### config.mk
export PLATFORM = sky130hd
export DESIGN_NAME = double_ended_queue_top
export DESIGN_NICKNAME = d
export VERILOG_FILES = /design/src/dq_pkg.sv /design/src/dq_ctrl.sv /design/src/dq_datapath.sv /design/src/double_ended_queue_top.sv
export SDC_FILE = /design/constraint.sdc
export NUM_CORES = 1
export LEC_CHECK = 0
export BUFFER_PORTS_ARGS = -buffer_cell sky130_fd_sc_hd__buf_4
export CAP_MARGIN = 5
export CORE_MARGIN = 5
export CORE_UTILIZATION = 45
export DETAILED_ROUTE_END_ITERATION = 12
export GPL_ROUTABILITY_DRIVEN = 0
export PLACE_DENSITY = 0.66
export SLEW_MARGIN = 10
export SYNTH_ARGS = -nofsm -noshare
export SYNTH_HDL_FRONTEND = slang
export SYNTH_SLANG_ARGS = --single-unit
### constraint.sdc
create_clock -name aclk -period 5.5 [get_ports aclk]
set_clock_uncertainty 0.2 [all_clocks]
set_input_delay 0.825 -clock aclk [delete_from_list [all_inputs] [get_ports aclk]]
set_output_delay 0.825 -clock aclk [all_outputs]
set_load 0.01 [all_outputs]
### src/dq_pkg.sv
// Shared types and codes for the double-ended queue.
`default_nettype none

package dq_pkg;

    // Field widths fixed by the request and result formats
    localparam int OPCODE_W = 3;
    localparam int WORD_W   = 32;
    localparam int STATUS_W = 2;
    localparam int FILL_W   = 5;

    // Opcodes
    localparam logic [OPCODE_W-1:0] OP_PUSH_FRONT = 3'd0;
    localparam logic [OPCODE_W-1:0] OP_PUSH_REAR  = 3'd1;
    localparam logic [OPCODE_W-1:0] OP_POP_FRONT  = 3'd2;
    localparam logic [OPCODE_W-1:0] OP_POP_REAR   = 3'd3;
    localparam logic [OPCODE_W-1:0] OP_PEEK_FRONT = 3'd4;
    localparam logic [OPCODE_W-1:0] OP_PEEK_REAR  = 3'd5;

    // Status codes
    localparam logic [STATUS_W-1:0] ST_OK    = 2'd0;
    localparam logic [STATUS_W-1:0] ST_EMPTY = 2'd1;
    localparam logic [STATUS_W-1:0] ST_FULL  = 2'd2;

    typedef struct packed {
        logic [OPCODE_W-1:0]      opcode;
        logic signed [WORD_W-1:0] push_value;
    } request_t;

    typedef struct packed {
        logic signed [WORD_W-1:0] read_value;
        logic [STATUS_W-1:0]      status;
        logic [FILL_W-1:0]        fill_count;
    } result_t;

    // Commands from the controller to the datapath
    typedef struct packed {
        logic accept;  // execute the request on the input port this cycle
        logic load;    // move the pending result into the output register
    } dq_cmd_t;

endpackage

`default_nettype wire

### src/dq_ctrl.sv
// Controller state machine for the double-ended queue.
`default_nettype none

module dq_ctrl (
    input  wire logic        aclk,
    input  wire logic        aresetn,
    input  wire logic        s_valid,
    output logic             s_ready,
    output logic             m_valid,
    input  wire logic        m_ready,
    output dq_pkg::dq_cmd_t  cmd
);

    typedef enum logic [1:0] {
        S_IDLE   = 2'b01,
        S_RESULT = 2'b10
    } state_t;

    state_t state_reg, state_next;
    logic   m_valid_reg, m_valid_next;
    logic   accept;
    logic   load;

    // Take a request only when no result is pending inside
    assign s_ready = (state_reg == S_IDLE);
    assign accept  = s_valid && s_ready;

    // Load the output register once it is empty or being drained
    assign load = (state_reg == S_RESULT) && (!m_valid_reg || m_ready);

    assign cmd.accept = accept;
    assign cmd.load   = load;
    assign m_valid    = m_valid_reg;

    // Advance the state
    always_comb begin
        state_next = state_reg;
        unique case (state_reg)
            S_IDLE: begin
                if (accept) begin
                    state_next = S_RESULT;
                end
            end
            S_RESULT: begin
                if (load) begin
                    state_next = S_IDLE;
                end
            end
            default: begin
                state_next = S_IDLE;
            end
        endcase
    end

    // Hold the result valid until the receiver takes it
    assign m_valid_next = load || (m_valid_reg && !m_ready);

    always_ff @(posedge aclk) begin
        if (!aresetn) begin
            state_reg   <= S_IDLE;
            m_valid_reg <= 1'b0;
        end else begin
            state_reg   <= state_next;
            m_valid_reg <= m_valid_next;
        end
    end

endmodule

`default_nettype wire

### src/dq_datapath.sv
// Datapath of the double-ended queue: word store, head and count, result register.
`default_nettype none

module dq_datapath #(
    parameter int DEPTH      = 16,
    parameter int DATA_WIDTH = 32
) (
    input  wire logic              aclk,
    input  wire logic              aresetn,
    input  wire dq_pkg::dq_cmd_t   cmd,
    input  wire dq_pkg::request_t  s_data,
    output dq_pkg::result_t        m_data
);

    localparam int AW = (DEPTH > 1) ? $clog2(DEPTH) : 1;
    localparam int CW = $clog2(DEPTH + 1);
    localparam logic [AW:0]      DEPTH_S    = (AW + 1)'(DEPTH);
    localparam logic [CW-1:0]    COUNT_FULL = CW'(DEPTH);
    localparam logic [AW-1:0]    LAST_SLOT  = AW'(DEPTH - 1);
    localparam logic [63:0]      EMPTY_WORD = 64'({DATA_WIDTH{1'b1}});

    // Slot that lies off positions past base, with wrap-around
    function automatic logic [AW-1:0] wrap_slot(input logic [AW-1:0] base,
                                                input logic [CW-1:0] off);
        logic [AW:0] sum;
        sum = (AW + 1)'(base) + (AW + 1)'(off);
        if (sum >= DEPTH_S) begin
            sum = sum - DEPTH_S;
        end
        return sum[AW-1:0];
    endfunction

    logic [DATA_WIDTH-1:0] mem [DEPTH];

    logic [AW-1:0]             head_reg, head_next;
    logic [CW-1:0]             count_reg, count_next;
    logic [DATA_WIDTH-1:0]     rd_data_reg;
    logic [dq_pkg::STATUS_W-1:0] p_status_reg, p_status_next;
    logic                      p_use_reg, p_use_next;
    logic [CW-1:0]             p_count_reg;
    dq_pkg::result_t           out_reg;

    logic [dq_pkg::OPCODE_W-1:0] op;
    logic                      is_push;
    logic                      is_read;
    logic                      is_front;
    logic                      full;
    logic                      empty;
    logic [AW-1:0]             head_dec;
    logic [AW-1:0]             head_inc;
    logic [AW-1:0]             rear_slot;
    logic [AW-1:0]             rear_push;
    logic [AW-1:0]             rd_addr;
    logic [AW-1:0]             wr_addr;
    logic                      wr_en;
    logic [63:0]               push_ext;
    logic [63:0]               rv_ext;

    // Decode the request
    assign op       = s_data.opcode;
    assign is_push  = (op == dq_pkg::OP_PUSH_FRONT) || (op == dq_pkg::OP_PUSH_REAR);
    assign is_read  = (op == dq_pkg::OP_POP_FRONT) || (op == dq_pkg::OP_POP_REAR)
                   || (op == dq_pkg::OP_PEEK_FRONT) || (op == dq_pkg::OP_PEEK_REAR);
    assign is_front = (op == dq_pkg::OP_POP_FRONT) || (op == dq_pkg::OP_PEEK_FRONT);
    assign full     = (count_reg == COUNT_FULL);
    assign empty    = (count_reg == '0);

    // Ring positions around head and tail
    assign head_dec  = (head_reg == '0) ? LAST_SLOT : head_reg - AW'(1);
    assign head_inc  = wrap_slot(head_reg, CW'(1));
    assign rear_slot = wrap_slot(head_reg, count_reg - CW'(1));
    assign rear_push = wrap_slot(head_reg, count_reg);
    assign rd_addr   = is_front ? head_reg : rear_slot;

    // Only the low DATA_WIDTH bits of a pushed word are kept
    assign push_ext = {32'b0, s_data.push_value};

    // Execute the request: pointer update, store write, status
    always_comb begin
        head_next     = head_reg;
        count_next    = count_reg;
        p_status_next = dq_pkg::ST_OK;
        p_use_next    = 1'b0;
        wr_en         = 1'b0;
        wr_addr       = rear_push;
        if (cmd.accept) begin
            if (is_push) begin
                if (full) begin
                    p_status_next = dq_pkg::ST_FULL;
                end else begin
                    wr_en      = 1'b1;
                    count_next = count_reg + CW'(1);
                    if (op == dq_pkg::OP_PUSH_FRONT) begin
                        head_next = head_dec;
                        wr_addr   = head_dec;
                    end
                end
            end else if (is_read) begin
                if (empty) begin
                    p_status_next = dq_pkg::ST_EMPTY;
                end else begin
                    p_use_next = 1'b1;
                    if (op == dq_pkg::OP_POP_FRONT) begin
                        head_next  = head_inc;
                        count_next = count_reg - CW'(1);
                    end else if (op == dq_pkg::OP_POP_REAR) begin
                        count_next = count_reg - CW'(1);
                    end
                end
            end
        end
    end

    // Write and read the word store
    always_ff @(posedge aclk) begin
        if (wr_en) begin
            mem[wr_addr] <= push_ext[DATA_WIDTH-1:0];
        end
        if (cmd.accept) begin
            rd_data_reg <= mem[rd_addr];
        end
    end

    // Hold the queue pointers
    always_ff @(posedge aclk) begin
        if (!aresetn) begin
            head_reg  <= '0;
            count_reg <= '0;
        end else begin
            head_reg  <= head_next;
            count_reg <= count_next;
        end
    end

    // Capture the pending result of the executed request
    always_ff @(posedge aclk) begin
        if (cmd.accept) begin
            p_status_reg <= p_status_next;
            p_use_reg    <= p_use_next;
            p_count_reg  <= count_next;
        end
    end

    // Form the read word: stored data, all ones when empty, zero otherwise
    always_comb begin
        if (p_use_reg) begin
            rv_ext = 64'(rd_data_reg);
        end else if (p_status_reg == dq_pkg::ST_EMPTY) begin
            rv_ext = EMPTY_WORD;
        end else begin
            rv_ext = '0;
        end
    end

    // Load the output register
    always_ff @(posedge aclk) begin
        if (cmd.load) begin
            out_reg.read_value <= rv_ext[dq_pkg::WORD_W-1:0];
            out_reg.status     <= p_status_reg;
            out_reg.fill_count <= dq_pkg::FILL_W'(p_count_reg);
        end
    end

    assign m_data = out_reg;

endmodule

`default_nettype wire

### src/double_ended_queue_top.sv
// Top level of the double-ended queue: controller plus datapath.
//
// Requests enter on s_valid/s_ready/s_data: an opcode (push front, push rear,
// pop front, pop rear, peek front, peek rear) and a word for pushes. Every
// request gives exactly one result on m_valid/m_ready/m_data: the word read,
// a status (ok, empty, full) and the number of stored words afterwards.
// A taken request is executed: the word store is read into a register and
// the status and count are captured as a pending result, which then moves
// into the output register. The controller takes no new request until the
// pending result has moved to the output register.
// The output register decouples the sides: when the receiver stalls, one
// finished result waits there while the next request is taken and executed;
// s_ready then stays low until the waiting result is taken.
// Reset (aresetn low, synchronous) empties the queue and clears the result
// valid; the store contents are not cleared, since only written slots are read.
`default_nettype none

module double_ended_queue_top #(
    parameter int DEPTH      = 16,
    parameter int DATA_WIDTH = 32
) (
    input  wire logic              aclk,
    input  wire logic              aresetn,
    input  wire logic              s_valid,
    output logic                   s_ready,
    input  wire dq_pkg::request_t  s_data,
    output logic                   m_valid,
    input  wire logic              m_ready,
    output dq_pkg::result_t        m_data
);

    dq_pkg::dq_cmd_t cmd;

    dq_ctrl u_ctrl (
        .aclk    (aclk),
        .aresetn (aresetn),
        .s_valid (s_valid),
        .s_ready (s_ready),
        .m_valid (m_valid),
        .m_ready (m_ready),
        .cmd     (cmd)
    );

    dq_datapath #(
        .DEPTH      (DEPTH),
        .DATA_WIDTH (DATA_WIDTH)
    ) u_datapath (
        .aclk    (aclk),
        .aresetn (aresetn),
        .cmd     (cmd),
        .s_data  (s_data),
        .m_data  (m_data)
    );

endmodule

`default_nettype wire

Yosys cells after proc, flatten, opt, wreduce, memory -nomap -nowiden
Memory sizes are Yosys's and may differ from the RTL's. A register that Yosys moved wholly into a read port is not among the register bits. Index checks and enable logic that the tools add are counted.

Register bits: 59. Memory bits (writable): 512. Memories kept: 1.

Memory list: u_datapath.mem (depth 16, bits a word 32, rd ports 1, clocked after memory_dff 1, write ports 1, RTL line dq_datapath.sv:33) `logic [DATA_WIDTH-1:0] mem [DEPTH];`.

Eq/ne operators: 14. Reductions and logical operators: 20. Add/sub/neg operators: 9. $lt $le $gt $ge: 3. Bitwise operators: 1. Multiplexer cells: 37.

Operator list (count): $mux 32 (2); $mux 4 (15); $mux 5 (7); $sub 4x1->4 const B (4); $ge 5x5->1 const B (3); $add 4x5->5 (2); $mux 2 (5); $logic_or 1x1->1 (7); $mux 1 (7); $eq 3x2->1 const B (2); $eq 3x3->1 const B (2); $ne 2x2->1 const B (3); $reduce_and 6->1 (1); $add 4x1->5 const B (1); $add 5x1->5 const B (1); $eq 5x5->1 const B (1); $logic_not 5->1 (1); $sub 5x1->5 const B (1); $eq 2x1->1 const B (2); $logic_not 4->1 (1); $ne 2x1->1 const B (2); $pmux 2 s2 (1); $reduce_bool 2->1 (2); $eq 3x1->1 const B (1); 7 further kinds (10).

Depth between registers and ports, before layout
Gate-level depths: netlist (run 1).

Depth after elaboration: 7. Mapped depth: 11.

Cells and area by module
A second synthesis (run 1) with hierarchy kept.

Cell total of the unflattened synthesis: 1164. Area total of the unflattened synthesis: 23611.4 um2.

Modules (own cells, without submodules): dq_datapath (cells an instance 1150, seq. area each 17927.2 um2, times used 1, area an instance 23470.0 um2); dq_ctrl (cells an instance 14, seq. area each 60.1 um2, times used 1, area an instance 141.4 um2).

Worst setup path before layout (run 1)
No wires, ideal clock.

Kind: input to register. Start point: in s_data[33] (netlist name). End point: mem u_datapath.mem[8][0] (enable). Setup slack: 1433 ps. Library setup time: 421 ps. Path buffers: 1. Stages: 8. Arrival time: 3446 ps. Path through: inv_1 ha_1 nand2b_1 or3_1 buf_2 mux2i_1 nand2b_1 nor2_1.

Longest elaborated chain between the ends: 6. Elaborated cells between the ends (all ways): 11. Classes of those cells: 1 x eq/ne; 8 x mux; 2 x reduce/logical.

Ends and longest elaborated chain: from (decl) (RTL line double_ended_queue_top.sv:26) `input wire dq_pkg::request_t s_data,`; $eq 3x1->1 / $logic_not 3->1 (equally long branches) (RTL line dq_datapath.sv:61, dq_datapath.sv:93); $logic_or 1x1->1 (RTL line dq_datapath.sv:61) `assign is_push = (op == dq_pkg::OP_PUSH_FRONT) || (op == dq_pkg::OP_PUSH_REAR);`; $mux 1 (RTL line dq_datapath.sv:87) `if (is_push) begin`; $mux 1 (RTL line dq_datapath.sv:86) `if (cmd.accept) begin`; $mux 1 (RTL line dq_datapath.sv:116) `if (wr_en) begin`; $mux 1 (implied by the code) (RTL line dq_datapath.sv:117) `mem[wr_addr] <= push_ext[DATA_WIDTH-1:0];`; to (decl) (RTL line dq_datapath.sv:33).

Parallel ways exist; a longest one is shown, timed or not.

Final worst setup path (run 1)
Start point: reg u_datapath.count_reg[1]. End point: reg u_datapath.rd_data_reg[20], read port of u_datapath.mem (data pin).

Longest elaborated chain between the ends: 5. Elaborated cells between the ends (all ways): 6. Classes of those cells: 3 x add/sub; 1 x order compare; 2 x mux.

Ends and longest elaborated chain: from (decl) (RTL line dq_datapath.sv:36) `logic [CW-1:0] count_reg, count_next;`; from (signal assigned) (RTL line dq_datapath.sv:131) `count_reg <= count_next;`; $sub 5x1->5 (*) (RTL line dq_datapath.sv:71) `assign rear_slot = wrap_slot(head_reg, count_reg - CW'(1));`; $add 4x5->5 (*) (RTL line dq_datapath.sv:26) `sum = (AW + 1)'(base) + (AW + 1)'(off);`; $sub 4x1->4 / $ge 5x5->1 (equally long branches) (RTL line dq_datapath.sv:28, dq_datapath.sv:27); $mux 4 (*) (RTL line dq_datapath.sv:27) `if (sum >= DEPTH_S) begin`; $mux 4 (*) (RTL line dq_datapath.sv:73) `assign rd_addr = is_front ? head_reg : rear_slot;`; to (decl) (RTL line dq_datapath.sv:37) `logic [DATA_WIDTH-1:0] rd_data_reg;`.

Every way passes the cells marked *; elsewhere a longest branch is shown, timed or not. A chain may end at the register's enable or synchronous reset.

==> results of run 1 <==
[worst max-delay path, delay by kind of cell, from the launching register on]
family                     cells  cell delay (ns)
AOI/OAI and AO/OA              3             0.57
xor gates and xnor gates       1             0.46
adders and majority gates      2             0.63
buffers and inverters          3             0.60
DFF                            1             0.45
muxes                          1             0.73
and+or+nand+nor                1             0.19
[path summary, 6_finish.rpt]
kind | to | slack [ns]
worst max-delay path | u_datapath.rd_data_reg[20] | 1.49
worst min-delay path | u_datapath.m_data[2] | 0.22
worst max register to register | u_datapath.rd_data_reg[20] | 1.49
worst min register to register | u_datapath.m_data[2] | 0.22
[power groups by stage]
stage | clock, mW | combinational [mW] | sequential (mW)
after detailed placement | 0 | 0.840 | 5.25
after floorplan | 0 | 0.560 | 5.25
after CTS | 3.71 | 0.842 | 5.15
final | 3.63 | 0.838 | 5.15
after global placement | 0 | 0.831 | 5.25
after global routing | 3.91 | 0.896 | 5.15
[cell usage in the layout (no fill, tap or decap), drive strengths merged, types with 2 or more instances in the layout]
cell,n
or3,4
o31ai,2
mux2,2
a211oi,4
xnor2,6
ha,11
nand2,10
xor2,6
nand4,32
clkbuf,73
fa,2
mux2i,9
and2,5
o21ai,137
nor2,24
inv,16
and3,6
nand2b,6
nor2b,3
a21o,34
buf,121
mux4,128
dfxtp,12
edfxtp,591
nand3b,3
clkinv,31
nor3b,2
a21oi,13
nor3,10
nand3,4
[final cells by class]
| type | count | area [um2] |
|---|---|---|
| multi-input cells | 475 | 5403 |
| clock buffers | 73 | 1529 |
| clock inverters | 34 | 181.4 |
| fillers | 4071 | 25460 |
| repair buffers | 121 | 970.9 |
| inverters | 15 | 56.30 |
| flip-flops and latches | 603 | 17990 |
| well taps | 688 | 860.8 |
[cell families (layout without fill, tap and decap cells)]
kind of cell    count (synthesis)  in the layout
compound gates                197            197
xor+xnor                       12             12
mux                           139            139
fa+ha+maj                      13             13
flops                         603            603
simple gates                  114            114
buf+inv                        81            243
[routing by layer]
layer,up-vias,GRT usage (%)
met1,6163,26.13
met4,0,4.081
met3,76,4.352
li1,5066,-
met5,-,0
met2,497,28.76
[through the flow]
step	setup slack (ns)	hold WS, ns	util, %
finish	1.491	0.2191	51.46
detailed placement	1.098	0.2061	48.20
floorplan	1.433	0.2003	-
global placement	1.200	0.2065	48.20
global route	1.236	0.2284	51.46
CTS	1.466	0.2213	51.46
==> impl_results.md, run 1 <==
- Result of the run: completed
- Synth-to-Final Area Change: 13.69%
- Adder-Cell Fraction of Synth Area: less than 1%
- Number of warning messages in the yosys log: 0
- Power density of the placed cells: 356.4 nW/um2
- Antenna violation net count after detailed routing: 0
- Number of antenna violations at the first check in global routing: 0
- Synth Area in XOR/XNOR: less than 1%
- Area of the die: 57440 um2
- Insertion delay of the later-clocked pin in the worst-skew pair: a little over 0.6 ns
- Synth top area share: 74.76%
- Met2 WL: 24900 um
- Number of nets at the end of the flow: 1325
- Relative slew slack: 19.98%
- Final setup TNS: 0 ns
- Level count of the clock H-tree: 2
- Share of the cycle needed by the critical path after routing: 72.89%
- Worst min-delay path startpoint: u_datapath.p_count_reg[2]
- Clock period minus worst slack: ~4 ns
- Routed WL: 52340 um
- Slew Limit Fails: 0
- Standard-cell rows: 84
- R2R Path Start: u_datapath.count_reg[1]
- Relative contribution of the clock network to total power: a little under two fifths
- Area contributors post-synth: sky130_fd_sc_hd__edfxtp_1 (75%), sky130_fd_sc_hd__mux4_2 (7.7%), sky130_fd_sc_hd__mux4_1 (5.2%)
- Flip-flop and latch count after synthesis: 603
- Cell Area, Synth: between 20000 and 25000 um2
- Number of buffers added for setup after CTS: 0
- Starting Density: 45.26%
- Sequential power share: 53.6%
- Share of synthesized area occupied by flip-flops and latches: between 70% and 80%
- Unrepaired setup endpoints after global routing: false
- Ranking of synthesized cells by instance count: sky130_fd_sc_hd__edfxtp_1 (591), sky130_fd_sc_hd__o21ai_0 (136), sky130_fd_sc_hd__mux4_2 (81)
- Number of global-route vias before repair: 11820
- Worst Hold Path Cells: 0
- Final design area excluding fillers: 26990 um2
- CTS tree: built
- Proportion of synthesized area in mux cells: 13.36%
- Stage delay of the slowest cell on the critical path: 0.73 ns
- Cells after Synth: 1159
- Async set-reset flop share out of synthesis: 0%
- Total via count after detailed routing: 11800
- Overflow left after global routing: 0
- Met1 layer wirelength in the final routing: 21970 um
- TritonCTS buffer count: between 50 and 60
- Top-level port count: 80
- GRT Total Usage: 18.18%
- Highest layer used for signal routing: met4
- Chip Width: 239.7 um
- Number of buffers inserted by port buffering: 79
- Number of flip-flops in the largest register: 512
- Hold-fix buffer count after cts: 0
- Final non-filler cell total: 2009
- Initial drt markers: 1184
- Antenna diode count: 0
- Synthesized-area fraction occupied by ao, oa, aoi and oai cells: 4.712%
- Count of endpoints failing hold in the final timing report: 0
- Switching Power: 2.131 mW
- Maximum number of pins on one net before global-route repair: 75
- CP endpoint kind: flip-flop
- Internal power contribution: 7.489 mW
- Leakage component of the power: 8.875 nW
- Number of synthesized flops with an enable pin: 591
- Peak VDD IR: ~0.25 mV
- Signal arrival time at the worst endpoint: between 4 and 5 ns
- Fraction of layout instances using a drive strength above 1: ~23%
- Slowest cell on crit path: sky130_fd_sc_hd__mux2i_4
- Top fanout value on the critical path: 18
- DR WL/cell: 26.05 um
- Number of buffers on the longest clock path: 3
- Cell at the root of the clock tree: sky130_fd_sc_hd__clkbuf_16
- Class of the tightest hold or removal check: reg -> reg
- Cell with the most instances after synthesis: sky130_fd_sc_hd__edfxtp_1
- Total placed instance area: about 25000 um2
- Transition time of the tightest slew-check pin: between 1 and 1.5 ns
- Clock slew at the register clock pins of the worst setup and hold paths: around 0.060 ns
- Required time worst endpoint: 5.75 ns
- Crit path cell chain: inv_1 -> ha_1 -> inv_1 -> ha_1 -> a21o_1 -> a21oi_1 -> xor2_1 -> mux2i_4 -> buf_4 -> o21ai_0 -> nand4_1
- Core Area: 52450 um2
- Wire length on met3: approximately 4500 um
- Category of the worst setup path launch point: flip-flop
- Synth Flop Type: sky130_fd_sc_hd__edfxtp_1
- Share of synthesized cell area in and, or, nand and nor gates: under 10%
- Portion of total power attributed to combinational logic: 8.7%
- CTS-repair resized insts: 0
- Net switching fraction of the power: 22.16%
- Placed wire-length estimate after detailed placement: 30720 um
- Average instance area after synthesis: 20.48 um2
- Die boundary height: 239.7 um
- Main combinational cell family by area after synthesis: multiplexers
- Crit Path Class: reg -> reg
- Cell total after placement: between 1500 and 2000
- Router iterations before antenna repair: 5
- Wire length of the first global-routing pass: 77540 um
- Number of DRC violations after detailed routing: 0
- First element of the critical path: u_datapath.count_reg[1]
- Power Total: 9.620 mW
- Peak clock frequency supported by timing: 0.2495 GHz
- Register-to-Register Path Depth: 11
- Synthesized Nets: 1211
- Max-Cap Viols: 0
- Detailed-route vias per instance: 5.875
- Library cell occupying the most area in the post-synthesis netlist: sky130_fd_sc_hd__edfxtp_1
- Post-synthesis cell type count: 47
- Clock tree sinks: roughly 600
- Setup violations, final: 0
(Power assumes the default switching activity.)
==> run 2: changes to the inputs <==
- clock period: 5.5 -> 4 ns (I/O delays scaled with it)
==> run 2 against run 1 <==
Non-clock buffer count grew 14. Clock-buffer cell count shrank 1. Register-to-register slack lost 1.1 ns. Flip-flop and latch count is the same. Global-route usage grew 0.85 points. Via count grew 1.4%. Cell count grew 0.55%. Cell area grew 1.0%. Fmax grew 10%. Worst setup slack lost 1.1 ns. Largest cell class unchanged.
==> impl_results.md, run 2 (synthesis results as in run 1) <==
- Result of the run: completed (unchanged)
- Number of global-route vias before repair: 12280 (was 11820)
- Overflow left after global routing: 0 (unchanged)
- Chip Width: 239.7 um (unchanged)
- Clock tree sinks: 603 (unchanged)
- Power Total: 13.50 mW (was 9.620 mW)
- Number of antenna violations at the first check in global routing: 1 (was 0)
- Count of endpoints failing hold in the final timing report: 0 (unchanged)
- CTS-repair resized insts: 0 (unchanged)
- Relative contribution of the clock network to total power: 39.2% (was 37.7%)
- Clock period minus worst slack: 3.645 ns (was 4.009 ns)
- CP endpoint kind: flip-flop (unchanged)
- Category of the worst setup path launch point: flip-flop (unchanged)
- Reg-to-Reg End: u_datapath.mem[0][25] (was u_datapath.rd_data_reg[20])
- Register-to-register path setup slack: 0.35 ns (was 1.49 ns)
- TritonCTS buffer count: 59 (was 57)
- Final design area excluding fillers: 27270 um2 (was 26990 um2)
- Internal power contribution: 10.57 mW (was 7.489 mW)
- Register-to-Register Path Depth: 9 (was 11)
- Total placed instance area: 25450 um2 (was 25280 um2)
- Final setup TNS: 0 ns (unchanged)
- Relative slew slack: 39.60% (was 19.98%)
- Sink of the worst hold path: u_datapath.count_reg[2] (was u_datapath.m_data[2])
- Share of the cycle needed by the critical path after routing: 91.13% (was 72.89%)
- Worst Hold Path Cells: 2 (was 0)
- Net switching fraction of the power: 21.67% (was 22.16%)
- Initial drt markers: 1020 (was 1184)
- Top-level port count: 80 (unchanged)
- Fraction of layout instances using a drive strength above 1: 24.42% (was 22.86%)
- Router iterations before antenna repair: 5 (unchanged)
- Top library cells by usage in the layout, fill and taps aside: sky130_fd_sc_hd__edfxtp_1 (591), sky130_fd_sc_hd__o21ai_0 (136), sky130_fd_sc_hd__buf_4 (125) (was sky130_fd_sc_hd__edfxtp_1 (591), sky130_fd_sc_hd__o21ai_0 (136), sky130_fd_sc_hd__buf_4 (116))
- GRT Total Usage: 19.03% (was 18.18%)
- Sequential power share: 52.5% (was 53.6%)
- Standard-cell rows: 84 (unchanged)
- Number of buffers on the longest clock path: 3 (unchanged)
- Transition time of the tightest slew-check pin: 0.9059 ns (was 1.175 ns)
- Switching Power: 2.924 mW (was 2.131 mW)
- FILL cells: 4050 (was 4071)
- Power density of the placed cells: 495.0 nW/um2 (was 356.4 nW/um2)
- Number of DRC violations after detailed routing: 0 (unchanged)
- Routed WL: 54680 um (was 52340 um)
- Peak VDD IR: 0.3373 mV (was 0.2467 mV)
- Core Area: 52450 um2 (unchanged)
- Clock slew at the register clock pins of the worst setup and hold paths: 0.06 ns (about the same)
- Maximum number of pins on one net before global-route repair: 69 (was 75)
- Starting Density: 45.26% (unchanged)
- Placed wire-length estimate after detailed placement: 29730 um (was 30720 um)
- Peak clock frequency supported by timing: 0.2743 GHz (was 0.2495 GHz)
- Wire length of the first global-routing pass: 80840 um (was 77540 um)
- Area of the die: 57440 um2 (unchanged)
- DR WL/cell: 27.07 um (was 26.05 um)
- Die boundary height: 239.7 um (unchanged)
- Synth-to-Final Area Change: 14.88% (was 13.69%)
- Insertion delay of the later-clocked pin in the worst-skew pair: 0.62 ns (was 0.61 ns)
- Top fanout value on the critical path: 19 (was 18)
- Leakage component of the power: 9.031 nW (was 8.875 nW)
- Crit Path Class: reg -> reg (unchanged)
- Unrepaired setup endpoints after global routing: false (unchanged)
- Number of flip-flops in the largest register: 512 (unchanged)
- Number of buffers added for setup after CTS: 0 (unchanged)
- Max-Cap Viols: 0 (unchanged)
- Slew Limit Fails: 0 (unchanged)
- Antenna violation net count after detailed routing: 0 (unchanged)
- Detailed-route vias per instance: 5.922 (was 5.875)
- Number of buffers inserted by port buffering: 79 (unchanged)
- Signal arrival time at the worst endpoint: 3.75 ns (was 4.25 ns)
- Setup violations, final: 0 (unchanged)
- Hold-fix buffer count after cts: 0 (unchanged)
- R2R Path Start: u_datapath.count_reg[1] (unchanged)
- CTS tree: built (unchanged)
- Portion of total power attributed to combinational logic: 8.2% (was 8.7%)
- Number of nets at the end of the flow: 1341 (was 1325)
- Total via count after detailed routing: 11960 (was 11800)
- Class of the tightest hold or removal check: in -> reg (was reg -> reg)
- Worst min-delay path startpoint: aresetn (was u_datapath.p_count_reg[2])
- Leading cell type in the layout, fill and taps excluded: sky130_fd_sc_hd__edfxtp_1 (unchanged)
- Required time worst endpoint: 4.11 ns (was 5.75 ns)
- Cell at the root of the clock tree: sky130_fd_sc_hd__clkbuf_16 (unchanged)
- Level count of the clock H-tree: 2 (unchanged)
-- run 2: changes by cell type in the layout (fill, tap and decap cells not counted) --
| cell | previous run | this run |
|---|---|---|
| sky130_fd_sc_hd__clkinv_1 | 22 | 10 |
| sky130_fd_sc_hd__diode_2 | 0 | 1 |
| sky130_fd_sc_hd__clkinv_2 | 7 | 11 |
| sky130_fd_sc_hd__inv_16 | 0 | 1 |
| sky130_fd_sc_hd__buf_12 | 5 | 10 |
| sky130_fd_sc_hd__clkbuf_1 | 14 | 13 |
| sky130_fd_sc_hd__buf_4 | 116 | 125 |
| sky130_fd_sc_hd__bufinv_16 | 1 | 5 |
-- run 2: stage by stage --
step	std cells	worst slack [ns]	utilization, %	hold slack [ns]
after floorplan	1159	0.07916	-	0.2003
after global placement	1916	0.4999	48.52	0.2044
after detailed placement	1916	0.4431	48.52	0.2045
after CTS	2019	0.4045	51.99	0.01338
after global routing	2019	0.1404	51.99	0.04321
final	2020	0.3546	52.00	0.04650
-- run 2: area by class of cell --
cell class                      instances  area (um2)  area share [%]
Timing Repair Buffer                  135        1139           4.175
Clock buffer                           72        1525           5.593
Tap cell                              688       860.8           3.157
Clock inverter                         31       296.5           1.087
Inverter                               15       56.30          0.2065
Antenna cell                            1       2.502        0.009176
Sequential cell                       603       17990           65.96
Multi-Input combinational cell        475        5403           19.81
-- run 2: metal layers --
layer / routed length, um / vias to the layer above / track usage [%]
li1: - / 5085 / -
met1: 22050 / 6245 / 26.36
met2: 27210 / 526 / 31.64
met3: 3964 / 104 / 3.086
met4: 1437 / 2 / 5.533
met5: 7 / - / 0
-- run 2: how the worst max path moves through the flow --
stage | from | endpoint | slack, ns | depth (start not counted)
5_1_grt | u_datapath.count_reg[1] | u_datapath.mem[0][29] | 0.14 | 9
2_1_floorplan | u_datapath.count_reg[1] | u_datapath.mem[8][0] | 0.08 | 9
4_1_cts | u_datapath.count_reg[1] | u_datapath.mem[0][29] | 0.40 | 9
3_5_place_dp | u_datapath.count_reg[1] | u_datapath.mem[0][20] | 0.44 | 9
3_3_place_gp | u_datapath.count_reg[1] | u_datapath.mem[0][23] | 0.50 | 9
6_report | u_datapath.count_reg[1] | u_datapath.mem[0][25] | 0.35 | 9
-- run 2: power by group through the flow --
| stage | combinational, mW | sequential [mW] | clock [mW] |
|---|---|---|---|
| after floorplan | 0.771 | 7.22 | 0 |
| after global placement | 1.11 | 7.22 | 0 |
| after detailed placement | 1.12 | 7.22 | 0 |
| after CTS | 1.12 | 7.09 | 5.42 |
| after global routing | 1.20 | 7.09 | 5.66 |
| final | 1.11 | 7.09 | 5.29 |
-- run 2: critical path: stages, from the launching register on --
cell	delay, ns
sky130_fd_sc_hd__dfxtp_1	0.37
sky130_fd_sc_hd__inv_1	0.13
sky130_fd_sc_hd__ha_1	0.24
sky130_fd_sc_hd__nor4bb_1	0.43
sky130_fd_sc_hd__nand2b_1	0.25
sky130_fd_sc_hd__or3_1	0.30
sky130_fd_sc_hd__mux2i_1	0.43
sky130_fd_sc_hd__nand2_1	0.34
sky130_fd_sc_hd__nor2_4	0.39
sky130_fd_sc_hd__buf_12	0.25
